**config.mk**
```make
export PLATFORM = sky130hd
export DESIGN_NAME = substring_search
export DESIGN_NICKNAME = d
export VERILOG_FILES = /design/src/design/sbs_pkg.sv /design/src/design/substring_search.sv /design/src/design/sbs_cfg.sv /design/src/design/sbs_match.sv
export SDC_FILE = /design/constraint.sdc
export NUM_CORES = 1
export LEC_CHECK = 0
export CAP_MARGIN = 20
export CORE_ASPECT_RATIO = 1.5
export CORE_UTILIZATION = 35
export CTS_BUF_LIST = sky130_fd_sc_hd__clkbuf_16
export CTS_CLUSTER_SIZE = 10
export DETAILED_ROUTE_END_ITERATION = 6
export DONT_BUFFER_PORTS = 1
export GPL_ROUTABILITY_DRIVEN = 1
export SLEW_MARGIN = 30
export SYNTH_ARGS = -nofsm -noshare
export SYNTH_HDL_FRONTEND = slang
export SYNTH_HIERARCHICAL = 1
export SYNTH_SLANG_ARGS = --single-unit
```
**constraint.sdc**
```tcl
create_clock -name clk -period 10.1 [get_ports clk]
set_input_delay 1.01 -clock clk [delete_from_list [all_inputs] [get_ports clk]]
set_output_delay 1.01 -clock clk [all_outputs]
set_load 0.05 [all_outputs]
```
**src/design/sbs_pkg.sv**
```systemverilog
// Package for the substring search block: sizes, register codes, config struct
// and the case-fold helper. No dependencies.
package sbs_pkg;

    localparam int MAX_PATTERN_DEF = 16;
    localparam int COUNT_BITS_DEF  = 16;
    localparam int CFG_INDEX_BITS  = 3;
    localparam int CFG_DATA_BITS   = 64;
    localparam int PATTERN_BITS    = 2 * CFG_DATA_BITS;
    localparam int LEN_BITS        = 5;
    localparam int LIMIT_BITS      = 16;
    localparam int OFFSET_BITS     = 16;
    localparam int BYTE_BITS       = 8;

    localparam logic [LEN_BITS-1:0]   LEN_RESET   = LEN_BITS'(1);
    localparam logic [LIMIT_BITS-1:0] LIMIT_RESET = {LIMIT_BITS{1'b1}};

    typedef enum logic [CFG_INDEX_BITS-1:0] {
        REG_PATTERN_LOW    = 3'd0,
        REG_PATTERN_HIGH   = 3'd1,
        REG_PATTERN_LENGTH = 3'd2,
        REG_CASE_FOLD      = 3'd3,
        REG_TEXT_LIMIT     = 3'd4
    } cfg_reg_t;

    typedef struct packed {
        logic [PATTERN_BITS-1:0] pattern;
        logic [LEN_BITS-1:0]     length;
        logic                    case_fold;
        logic [LIMIT_BITS-1:0]   text_limit;
    } cfg_t;

    // lower-case ASCII letters map onto upper case when folding is on
    function automatic logic [BYTE_BITS-1:0] fold_byte(input logic [BYTE_BITS-1:0] c,
                                                       input logic en);
        logic [BYTE_BITS-1:0] r;
        r = c;
        if (en && c >= 8'h61 && c <= 8'h7a)
            r = c - 8'h20;
        return r;
    endfunction

endpackage

```
**src/design/substring_search.sv**
```systemverilog
// Substring search top level: config port, input word register, window state
// and result register. Depends on sbs_pkg, sbs_cfg and sbs_match.
// The accepted byte goes into the input word register; the result register loads
// from it when the input word moves on, which an output stall can hold back.
// Throughput: one text byte per cycle while the output does not stall, set by the
// window and byte count update; output stalls hold the input register.
// Reset: asynchronous active-low; config returns to its reset values, window,
// byte count and done flag clear at once, no clearing pass.
module substring_search
    import sbs_pkg::*;
#(
    parameter int MAX_PATTERN = MAX_PATTERN_DEF,
    parameter int COUNT_BITS  = COUNT_BITS_DEF
)
(
    input  logic                      clk,
    input  logic                      rst_n,
    input  logic                      cfg_valid,
    output logic                      cfg_ready,
    input  logic [CFG_INDEX_BITS-1:0] cfg_index,
    input  logic [CFG_DATA_BITS-1:0]  cfg_data,
    input  logic                      in_valid,
    output logic                      in_ready,
    input  logic [BYTE_BITS-1:0]      text_byte,
    input  logic                      is_last,
    output logic                      out_valid,
    input  logic                      out_ready,
    output logic                      found,
    output logic [OFFSET_BITS-1:0]    match_offset
);

    localparam int LW = (COUNT_BITS > LIMIT_BITS) ? COUNT_BITS : LIMIT_BITS;
    localparam logic [LW-1:0] CNT_MAX = LW'({COUNT_BITS{1'b1}});

    cfg_t cfg;

    logic                 in_valid_reg, in_valid_next;
    logic [BYTE_BITS-1:0] in_byte_reg;
    logic                 in_last_reg;

    logic [MAX_PATTERN-1:0][BYTE_BITS-1:0] window_reg, window_next, window_shift;
    logic [COUNT_BITS-1:0] byte_count_reg, byte_count_next, count_inc;
    logic                  finished_reg, finished_next;

    logic                   out_valid_reg, out_valid_next;
    logic                   found_reg, found_next;
    logic [OFFSET_BITS-1:0] offset_reg, offset_next;

    logic                   proc_fire, emit, searchable, hit;
    logic [LW-1:0]          limit;
    logic [OFFSET_BITS-1:0] hit_offset;

    assign cfg_ready = 1'b1;

    sbs_cfg u_cfg (
        .clk      (clk),
        .rst_n    (rst_n),
        .wr_en    (cfg_valid && cfg_ready),
        .wr_index (cfg_index),
        .wr_data  (cfg_data),
        .cfg      (cfg)
    );

    sbs_match #(
        .MAX_PATTERN (MAX_PATTERN),
        .COUNT_BITS  (COUNT_BITS)
    ) u_match (
        .window (window_shift),
        .count  (count_inc),
        .cfg    (cfg),
        .hit    (hit),
        .offset (hit_offset)
    );

    // the input word moves on when the result register can take a new word
    assign proc_fire = in_valid_reg && (!out_valid_reg || out_ready);
    assign in_ready  = !in_valid_reg || proc_fire;

    always_comb
    begin
        in_valid_next = in_valid_reg;
        if (in_valid && in_ready)
            in_valid_next = 1'b1;
        else if (proc_fire)
            in_valid_next = 1'b0;
    end

    always_comb
    begin
        window_shift[0] = in_byte_reg;
        for (int k = 1; k < MAX_PATTERN; k++)
            window_shift[k] = window_reg[k-1];
    end

    assign count_inc  = byte_count_reg + COUNT_BITS'(1);
    assign limit      = (LW'(cfg.text_limit) < CNT_MAX) ? LW'(cfg.text_limit) : CNT_MAX;
    assign searchable = (in_byte_reg != '0) && (LW'(byte_count_reg) < limit);

    always_comb
    begin
        window_next     = window_reg;
        byte_count_next = byte_count_reg;
        emit            = 1'b0;
        found_next      = 1'b0;
        offset_next     = '0;
        if (proc_fire && !finished_reg)
        begin
            if (searchable)
            begin
                window_next     = window_shift;
                byte_count_next = count_inc;
                if (hit)
                begin
                    emit        = 1'b1;
                    found_next  = 1'b1;
                    offset_next = hit_offset;
                end
                else if (LW'(count_inc) >= limit || in_last_reg)
                begin
                    emit = 1'b1;
                end
            end
            else
            begin
                // NUL byte or past the limit ends the text unmatched
                emit = 1'b1;
            end
        end
        finished_next = finished_reg || emit;
        if (proc_fire && in_last_reg)
        begin
            window_next     = '0;
            byte_count_next = '0;
            finished_next   = 1'b0;
        end
    end

    always_comb
    begin
        out_valid_next = out_valid_reg;
        if (emit)
            out_valid_next = 1'b1;
        else if (out_ready)
            out_valid_next = 1'b0;
    end

    always_ff @(posedge clk or negedge rst_n)
    begin
        if (!rst_n)
        begin
            in_valid_reg   <= 1'b0;
            window_reg     <= '0;
            byte_count_reg <= '0;
            finished_reg   <= 1'b0;
            out_valid_reg  <= 1'b0;
        end
        else
        begin
            in_valid_reg   <= in_valid_next;
            window_reg     <= window_next;
            byte_count_reg <= byte_count_next;
            finished_reg   <= finished_next;
            out_valid_reg  <= out_valid_next;
        end
    end

    always_ff @(posedge clk)
    begin
        if (in_valid && in_ready)
        begin
            in_byte_reg <= text_byte;
            in_last_reg <= is_last;
        end
        if (emit)
        begin
            found_reg  <= found_next;
            offset_reg <= offset_next;
        end
    end

    assign out_valid    = out_valid_reg;
    assign found        = found_reg;
    assign match_offset = offset_reg;

    // one result per text
    a_one_result: assert property (@(posedge clk) disable iff (!rst_n)
        emit |-> !finished_reg)
        else $error("second result for one text");

    // the last word of a text always leaves a clean state
    a_last_clears: assert property (@(posedge clk) disable iff (!rst_n)
        proc_fire && in_last_reg |=> byte_count_reg == '0 && !finished_reg)
        else $error("state not cleared after last word");

    // a result is never dropped by a new one
    a_no_overwrite: assert property (@(posedge clk) disable iff (!rst_n)
        out_valid_reg && !out_ready |-> !emit)
        else $error("result overwritten while stalled");

    // a stalled input word stays put
    a_in_hold: assert property (@(posedge clk) disable iff (!rst_n)
        in_valid_reg && !proc_fire |=> in_valid_reg && $stable(in_byte_reg)
                                       && $stable(in_last_reg))
        else $error("input word lost while stalled");

    // a text never gets past its last word without a result
    a_last_has_result: assert property (@(posedge clk) disable iff (!rst_n)
        proc_fire && in_last_reg |-> finished_reg || emit)
        else $error("text ended without a result");

endmodule

```
**src/design/sbs_cfg.sv**
```systemverilog
// Configuration register file of the substring search block.
// Depends on sbs_pkg.
module sbs_cfg
    import sbs_pkg::*;
(
    input  logic                      clk,
    input  logic                      rst_n,
    input  logic                      wr_en,
    input  logic [CFG_INDEX_BITS-1:0] wr_index,
    input  logic [CFG_DATA_BITS-1:0]  wr_data,
    output cfg_t                      cfg
);

    cfg_t cfg_reg;
    cfg_t cfg_next;

    always_comb
    begin
        cfg_next = cfg_reg;
        if (wr_en)
        begin
            unique case (cfg_reg_t'(wr_index))
                REG_PATTERN_LOW:    cfg_next.pattern[CFG_DATA_BITS-1:0] = wr_data;
                REG_PATTERN_HIGH:
                    cfg_next.pattern[PATTERN_BITS-1:CFG_DATA_BITS] = wr_data;
                REG_PATTERN_LENGTH: cfg_next.length = wr_data[LEN_BITS-1:0];
                REG_CASE_FOLD:      cfg_next.case_fold = wr_data[0];
                REG_TEXT_LIMIT:     cfg_next.text_limit = wr_data[LIMIT_BITS-1:0];
                default:            cfg_next = cfg_reg;
            endcase
        end
    end

    always_ff @(posedge clk or negedge rst_n)
    begin
        if (!rst_n)
        begin
            cfg_reg.pattern    <= '0;
            cfg_reg.length     <= LEN_RESET;
            cfg_reg.case_fold  <= 1'b0;
            cfg_reg.text_limit <= LIMIT_RESET;
        end
        else
        begin
            cfg_reg <= cfg_next;
        end
    end

    assign cfg = cfg_reg;

endmodule

```
**src/design/sbs_match.sv**
```systemverilog
// Parallel window compare: checks the newest bytes against the pattern and
// forms the start offset. Depends on sbs_pkg.
module sbs_match
    import sbs_pkg::*;
#(
    parameter int MAX_PATTERN = MAX_PATTERN_DEF,
    parameter int COUNT_BITS  = COUNT_BITS_DEF
)
(
    input  logic [MAX_PATTERN-1:0][BYTE_BITS-1:0] window,  // newest first
    input  logic [COUNT_BITS-1:0]                 count,   // after this byte
    input  cfg_t                                  cfg,
    output logic                                  hit,
    output logic [OFFSET_BITS-1:0]                offset
);

    localparam int IW = (MAX_PATTERN > 1) ? $clog2(MAX_PATTERN) : 1;
    localparam int LW = (COUNT_BITS > OFFSET_BITS) ? COUNT_BITS : OFFSET_BITS;
    localparam logic [LEN_BITS-1:0] MP_LEN = LEN_BITS'(MAX_PATTERN);

    logic [LEN_BITS-1:0]    len;
    logic [MAX_PATTERN-1:0] eq;
    logic [LW-1:0]          diff;

    assign len = (cfg.length > MP_LEN) ? MP_LEN : cfg.length;

    // pattern byte i lines up with window entry len-1-i
    always_comb
    begin
        logic [LEN_BITS-1:0] idx;
        for (int i = 0; i < MAX_PATTERN; i++)
        begin
            idx = len - LEN_BITS'(1) - LEN_BITS'(i);
            if (LEN_BITS'(i) < len)
                eq[i] = fold_byte(window[idx[IW-1:0]], cfg.case_fold) ==
                        fold_byte(cfg.pattern[i*BYTE_BITS +: BYTE_BITS], cfg.case_fold);
            else
                eq[i] = 1'b1;
        end
    end

    assign hit    = (len != '0) && (LW'(count) >= LW'(len)) && (&eq);
    assign diff   = LW'(count) - LW'(len);
    assign offset = diff[OFFSET_BITS-1:0];

endmodule
```
* Word level (Yosys, flattened, before mapping) *
Index checks and enable logic that the tools add are counted.

storage, ports and cells
  output and inout bits = 20
  bits of input ports = 81
  register bits = 315

operators by class
  $lt $le $gt $ge = 101
  reductions and logical operators = 94
  equality and inequality tests = 20
  add/sub/neg operators = 50
  muxes and demuxes = 130

operators with widths
  cell                                                                number
  2-to-1 mux 8 bit                                                    80
  binary-select mux 8 bit (select 4 bit)                              16
  2-to-1 mux 120 bit                                                  3
  greater-or-equal comparator 8 x 7 -> 1 bit (second input constant)  32
  less-or-equal comparator 8 x 7 -> 1 bit (second input constant)     32
  subtractor 8 x 6 -> 8 bit (second input constant)                   32
  equality test 8 bit                                                 16
  < comparator 4 x 5 -> 1 bit (second input constant)                 16
  logical AND 1 bit                                                   71
  2-to-1 mux 16 bit                                                   4
  < comparator 4 x 5 -> 1 bit (first input constant)                  8
  subtractor 4 bit (second input constant)                            8
  2-to-1 mux 1 bit                                                    26
  < comparator 3 x 5 -> 1 bit (first input constant)                  4
  adder 16 x 1 -> 16 bit (second input constant)                      1
  greater-or-equal comparator 16 bit                                  1
  greater-or-equal comparator 16 x 5 -> 1 bit                         1
  < comparator 16 bit                                                 1
  < comparator 16 bit (second input constant)                         1
  AND reduction 16 bit                                                1
  subtractor 16 x 5 -> 16 bit                                         1
  subtractor 4 x 3 -> 4 bit (second input constant)                   4
  AND reduction 2 bit                                                 7
  < comparator 1 x 5 -> 1 bit (first input constant)                  2
  other kinds (15)                                                    27

* Logic depth before layout (Yosys ltp) *
  depth in word-level cells = 20
  gate-level depth with buffers = 32

* Cells and area by module *
The synthesis kept the hierarchy.

modules (own cells, without submodules)
  module            sequential area each (µm²)  instances  area an instance (µm²)  cells each
  sbs_match         0.0                         1          12838.6                 1524
  substring_search  4259.1                      1          7529.7                  788
  sbs_cfg           3774.9                      1          6243.5                  321

* Worst setup path after synthesis *
OpenSTA, ideal clock, no wires.

  path type = register to register
  start point = register u_cfg.cfg_reg (netlist bit u_cfg/cfg[21])
  end point = register found_reg (netlist: found) (enable)
  library setup time = 375 ps
  required time = 9725 ps
  slack = 2356 ps
  cell stages (with the launch flop) = 30
  arrival = 7369 ps
  cell sequence = dfrtp_1 > nand2b_1 > buf_2 > buf_4 > buf_2 > buf_4 > buf_4 > buf_2 > ha_1 > xnor2_2 > buf_1 > clkbuf_1 > clkbuf_1 > ha_1 > clkbuf_1 > a21oi_1 > xnor2_2 > mux4_2 > or4_1 > o22a_1 > a41oi_2 > xnor2_1 > nor4_2 > o221a_1 > nand4_1 > nor4_2 > nor3_1 > nand3_1 > a311o_1 > and2_1

on the way
  longest elaborated chain between the ends = 18

ends and longest elaborated chain
  what                                               RTL line                 source
  from (decl)                                        sbs_cfg.sv:14            cfg_t cfg_reg;
  from (signal assigned)                             sbs_cfg.sv:45            cfg_reg <= cfg_next;
  > comparator 5 bit                                 sbs_match.sv:25          assign len = (cfg.length > MP_LEN) ? MP_LEN : cfg.length;
  2-to-1 mux 5 bit *                                 sbs_match.sv:25
  subtractor 4 x 1 -> 4 bit                          sbs_match.sv:33          idx = len - LEN_BITS'(1) - LEN_BITS'(i);
  subtractor 4 x 1 -> 4 bit (tied with other cells)  sbs_match.sv:33
  binary-select mux 8 bit (select 4 bit)             sbs_match.sv:35          eq[i] = fold_byte(window[idx[IW-1:0]], cfg.case_fold) ==
  2-to-1 mux 8 bit (not written as such)             sbs_match.sv:35
  greater-or-equal comparator 8 x 7 -> 1 bit         sbs_pkg.sv:38            if (en && c >= 8'h61 && c <= 8'h7a)
  logical AND 1 bit (2 in series)                    sbs_pkg.sv:38
  (+3 left out)                                      --
  2-to-1 mux 1 bit                                   sbs_match.sv:34          if (LEN_BITS'(i) < len)
  AND reduction 16 bit                               sbs_match.sv:42          assign hit = (len != '0) && (LW'(count) >= LW'(len)) && (&eq);
  logical AND 1 bit *                                sbs_match.sv:42
  via hit                                            substring_search.sv:49   logic proc_fire, emit, searchable, hit;
  2-to-1 mux 1 bit *                                 substring_search.sv:112  if (hit)
  2-to-1 mux 1 bit *                                 substring_search.sv:108  if (searchable)
  2-to-1 mux 1 bit *                                 substring_search.sv:106  if (proc_fire && !finished_reg)
  via emit                                           substring_search.sv:49
  to (signal assigned)                               substring_search.sv:176  found_reg <= found_next;
  to (decl)                                          substring_search.sv:46   logic found_reg, found_next;

Mark *: on every way through the listed nets, which the timed path passes. The rest lies on a longest branch. The select of a mux whose other input is x is not followed.
A chain may end at the register's enable or synchronous reset.

* Worst setup path in the final report *
  start point = register u_cfg.cfg_reg (netlist bit u_cfg/cfg[17])
  end point = register offset_reg[10] (netlist: match_offset[10]) (enable)

on the way
  longest elaborated chain between the ends = 18

ends and longest elaborated chain
  what                                               RTL line                 source
  > comparator 5 bit                                 sbs_match.sv:25
  2-to-1 mux 5 bit *                                 sbs_match.sv:25
  subtractor 4 x 1 -> 4 bit                          sbs_match.sv:33
  subtractor 4 x 1 -> 4 bit (tied with other cells)  sbs_match.sv:33
  binary-select mux 8 bit (select 4 bit)             sbs_match.sv:35
  2-to-1 mux 8 bit (not written as such)             sbs_match.sv:35
  greater-or-equal comparator 8 x 7 -> 1 bit         sbs_pkg.sv:38
  logical AND 1 bit (2 in series)                    sbs_pkg.sv:38
  (+3 left out)                                      --
  2-to-1 mux 1 bit                                   sbs_match.sv:34
  AND reduction 16 bit                               sbs_match.sv:42
  logical AND 1 bit *                                sbs_match.sv:42
  via hit                                            substring_search.sv:49
  2-to-1 mux 1 bit *                                 substring_search.sv:112
  2-to-1 mux 1 bit *                                 substring_search.sv:108
  2-to-1 mux 1 bit *                                 substring_search.sv:106
  via emit                                           substring_search.sv:49
  to (signal assigned)                               substring_search.sv:177  offset_reg <= offset_next;
  to (decl)                                          substring_search.sv:47   logic [OFFSET_BITS-1:0] offset_reg, offset_next;

Marked as above.

==> results.txt <==
* Global routing usage on met3: 4.29%
- The clock arrives with 25.8 ps of skew.
* Top cells by area, synth: dfrtp_1 26%, mux4_2 12%, mux2i_1 7.5%, mux2_4 7.1%, nand2_1 5.6%
- The worst-case IR drop observed on VDD is 0.130 mV.
- The run finished with clean final reports.
* Post-synthesis instance area: 26600 um^2
* Post-CTS setup buffer count: 0
- The hold violation count in the final report came to 0.
- Cell accounting for the most synthesized area: dfrtp_1
- Global routing consumed, on the met2 layer, 38.2% of the routing resources.
- Number of enable-type register cells in the synthesized netlist: 26
- Area growth from synthesis to layout: 6.46%
* RR Endpoint: match_offset[10]
* Layout fillers: 7576
- Sw Share: 43.9%
* Worst Tran Pin Value: 1060 ps
- Share of layout cells above drive strength 1: 18.9%
- At the end of the flow the core is filled with cells to 37.7%.
- Count of nets left with antenna violations after detail routing: 0
* Final RePlAce weighted congestion: 1.04
- In the final design database the tool counted 2710 nets.
- Broken down by cell family, the worst path's largest delay share belongs to simple AND/OR/NAND/NOR gates.
* Worst path max stage delay: 670 ps
* Crit path time final: 8110 ps
- Sequential cell area fraction in the yosys report: 30.2%
- After layout, the design draws a total of 6.68 mW.
* Rows: 123
- Setup_tns: 0 ps
- Cell with the largest stage delay on the worst path: dfstp_4
- In this run the tightest slew margin relative to its limit is 29.4%.
- CTS tree: built
* F_max: 0.123 GHz
* Critical Path Sink Type: flip-flop
- In the routed design, unresolved DRC markers number 0.
- The region available for standard cell placement spans 75100 um^2.
- In this run the power spent charging and discharging nets is 2.93 mW.
- Vias in the first global route: 20600
- The clock tree synthesis step divided the H-tree into 2 levels.
- Counting cells, the worst reg-to-reg path comes to 23.
- Max reg flops: 150
* Sequence of cells on the critical path: nor2b_4 -> inv_4 -> ha_1 -> xnor2_4 -> inv_2 -> ha_1 -> inv_1 -> a21oi_1 -> nor2_2 -> mux4_2 -> mux2_2 -> nor4_1 -> a41oi_1 -> xnor2_1 -> nor3_1 -> o221a_1 -> nand4_1 -> nor4_2 -> buf_4 -> nor3_1 -> nand3_1 -> a311o_1 -> and2_1
- Cell-internal power: 3.74 mW
* Die Y-Extent: 340 um
* Max capacitance violation total: 0
- The number of antenna violations at the first check in global routing came to 0.
* Count of port buffers added during placement: 0
- Of the total power, the clock network draws 20.0%.
- After clock tree synthesis, the repair step resized 0 gates.
- For the worst setup path, the data arrival time is 8340 ps.
- Startpoint type of the worst setup path: flip-flop
- Peak-usage layer in the global routing report: met2
- Detailed-route wire length per cell: 25.2 um
- Most common flop cell mapped by yosys: dfrtp_1
- Post-route fraction of the period consumed by the critical path: 80.3%
- The number of placed instances, taps included, is 3506.
- R2R setup slack: 1990 ps
* I/O pin cnt: 101
- Ant. Diodes: 0
- Excluding fillers, the count of instances in the completed layout stands at 3573.
- Pwr Density: 236 nW/um^2
- Detailed routing inserted a total of 21100 vias.
* Gate power share: 53.7%
- The netlist uses 110 different library cells.
- The first detailed-routing pass took 6 iterations.
- Starting utilization of the core area: 35.4%
- Mapped Cells: 2633
- Counting every net in the synthesized netlist gives 2794.
- Summed over all nets, the half-perimeter wirelength after detailed placement is 66.5 mm.
* Fraction of synthesized cell area taken by the top area cell type: 25.6%
* Final Instance Area: 28300 um^2
- Tightest Hold Check Type: primary input to asynchronous set/reset pin
- Overall routed net length: 90.2 mm
- Synth Area per Inst: 10.1 um^2
- Summing all placed instances gives a cell area of 27100 um^2.
- Unrepaired setup endpoints after global routing: no
- After clock tree synthesis, the clock-pin slew on the worst setup and hold paths is 80 ps.
- Yosys printed 6 warnings.
- The first global-routing pass estimated 136 mm of wire.
* Leakage Power: 11.5 nW
* Most frequent cells in the layout: 395 x nand2_1, 271 x dfrtp_1, 217 x a21oi_1
- By startpoint and endpoint, the worst setup path is classified as flip-flop to flip-flop.
- Die boundary width: 227 um
* Fraction of registers with async set/reset: 91.7%
- Total congestion overflow: 0
- Clock tree synthesis inserted a total of 40 buffers.
- Reg-to-reg startpoint: u_cfg/cfg[17]
* Endpoint required time on the critical path: 10330 ps
- The clock reaches the later pin of the worst-skew pair after 620 ps.
* Number of buffers and inverters on the critical path: 4
- In this run, synthesis produced a sequential element count of 315.
- For this block, the initial DRC count from the detailed router was 1966.
- Counting every sink on the clock net gives 315.
- Sequential cells account for 26.3% of the total power.
* Final setup violation count: 0
- For met1 alone, demand over resource in global routing was 27.5%.
- Entering global routing, the biggest net connects 290 pins.
* Deepest clock path buffer count: 3
- The number of max-slew violations in the final report was 0.
- Clk Tree Root Cell: clkbuf_16
- Commonest non-fill, non-tap cell in the layout: nand2_1
- After detailed routing, the number of vias per cell comes to 5.90.
* Hold buffer count at cts: 0
* Die area: 77200 um^2
- Highest fanout seen on the critical path: 38
- Global routing used 23.5% of the available tracks.
[power by group through the flow]
stage | clock network, mW | logic (mW) | registers (mW)
after floorplan | 0 | 2.79 | 1.66
after global placement | 0 | 3.49 | 1.77
after detailed placement | 0 | 3.52 | 1.77
after CTS | 1.38 | 3.53 | 1.75
after global routing | 1.43 | 3.86 | 1.78
final | 1.34 | 3.58 | 1.75
[worst reg2reg max path, delay by kind of cell (launching register included)]
family	cells	cell delay [ps]
AO/OA/AOI/OAI	4	810
XOR/XNOR	2	370
adder cells (fa/ha/maj)	2	770
buffers and inverters	4	1070
flip-flops	1	670
multiplexers	2	880
AND/OR/NAND/NOR	9	3170
[cell families (layout without fill, tap and decap cells)]
family                     count (synthesis)  after routing  share of synthesized area (%)
adders and majority gates                 81             81                           3.83
muxes                                    521            521                           28.6
AOI/OAI and AO/OA                        467            467                           11.1
DFF                                      315            315                           30.2
xor gates and xnor gates                 171            171                           5.91
buffers and inverters                    258            198                           5.44
other                                      1              1                         0.0141
and+or+nand+nor                          819            819                           14.8
[routing by layer]
metal | up-vias | part of all wire (%)
met3 | 245 | 6.3
met1 | 10500 | 38
met4 | 0 | 8.7
met2 | 835 | 47
li1 | 9513 | -
met5 | - | 0
[synthesized netlist by cell type, types with 22 or more instances]
cell type	instances
nand2_1	395
dfrtp_1	272
a21oi_1	217
mux2i_1	199
mux4_2	136
mux2_4	126
xnor2_1	106
inv_1	91
nor2_1	82
ha_1	79
nor3_1	79
mux2_2	60
xor2_1	59
o21ai_0	54
clkbuf_1	52
nand3_1	46
buf_2	41
and3_1	32
nand2b_1	30
edfxtp_1	26
buf_4	25
a211oi_1	22
[per-stage QoR]
step	hold WS, ps	setup slack [ps]
floorplan	475	2360
global placement	496	1910
detailed placement	494	1740
CTS	123	1680
global route	131	1380
finish	163	1990
[layout make-up]
cell class	count	area [um^2]	share of cell area (%)
Inverter	96	363	1.28
Multi-Input combinational cell	2060	17200	60.8
Sequential cell	315	8040	28.4
Tap cell	1000	1250	4.42
Clock buffer	40	1000	3.53
Timing Repair Buffer	36	274	0.967
Clock inverter	26	176	0.623
[how the worst max path moves through the flow]
| stage | startpoint | to | slack, ps | cells after the start |
|---|---|---|---|---|
| after CTS | u_cfg/cfg[17] | match_offset[10] | 1680 | 23 |
| after global placement | u_cfg/cfg[21] | match_offset[5] | 1910 | 24 |
| after detailed placement | u_cfg/cfg[17] | match_offset[9] | 1740 | 23 |
| after global routing | u_cfg/cfg[21] | match_offset[4] | 1380 | 24 |
| final | u_cfg/cfg[17] | match_offset[10] | 1990 | 23 |
| after floorplan | u_cfg/cfg[21] | found | 2360 | 29 |
No activity file was read; power rests on OpenSTA's default activity.
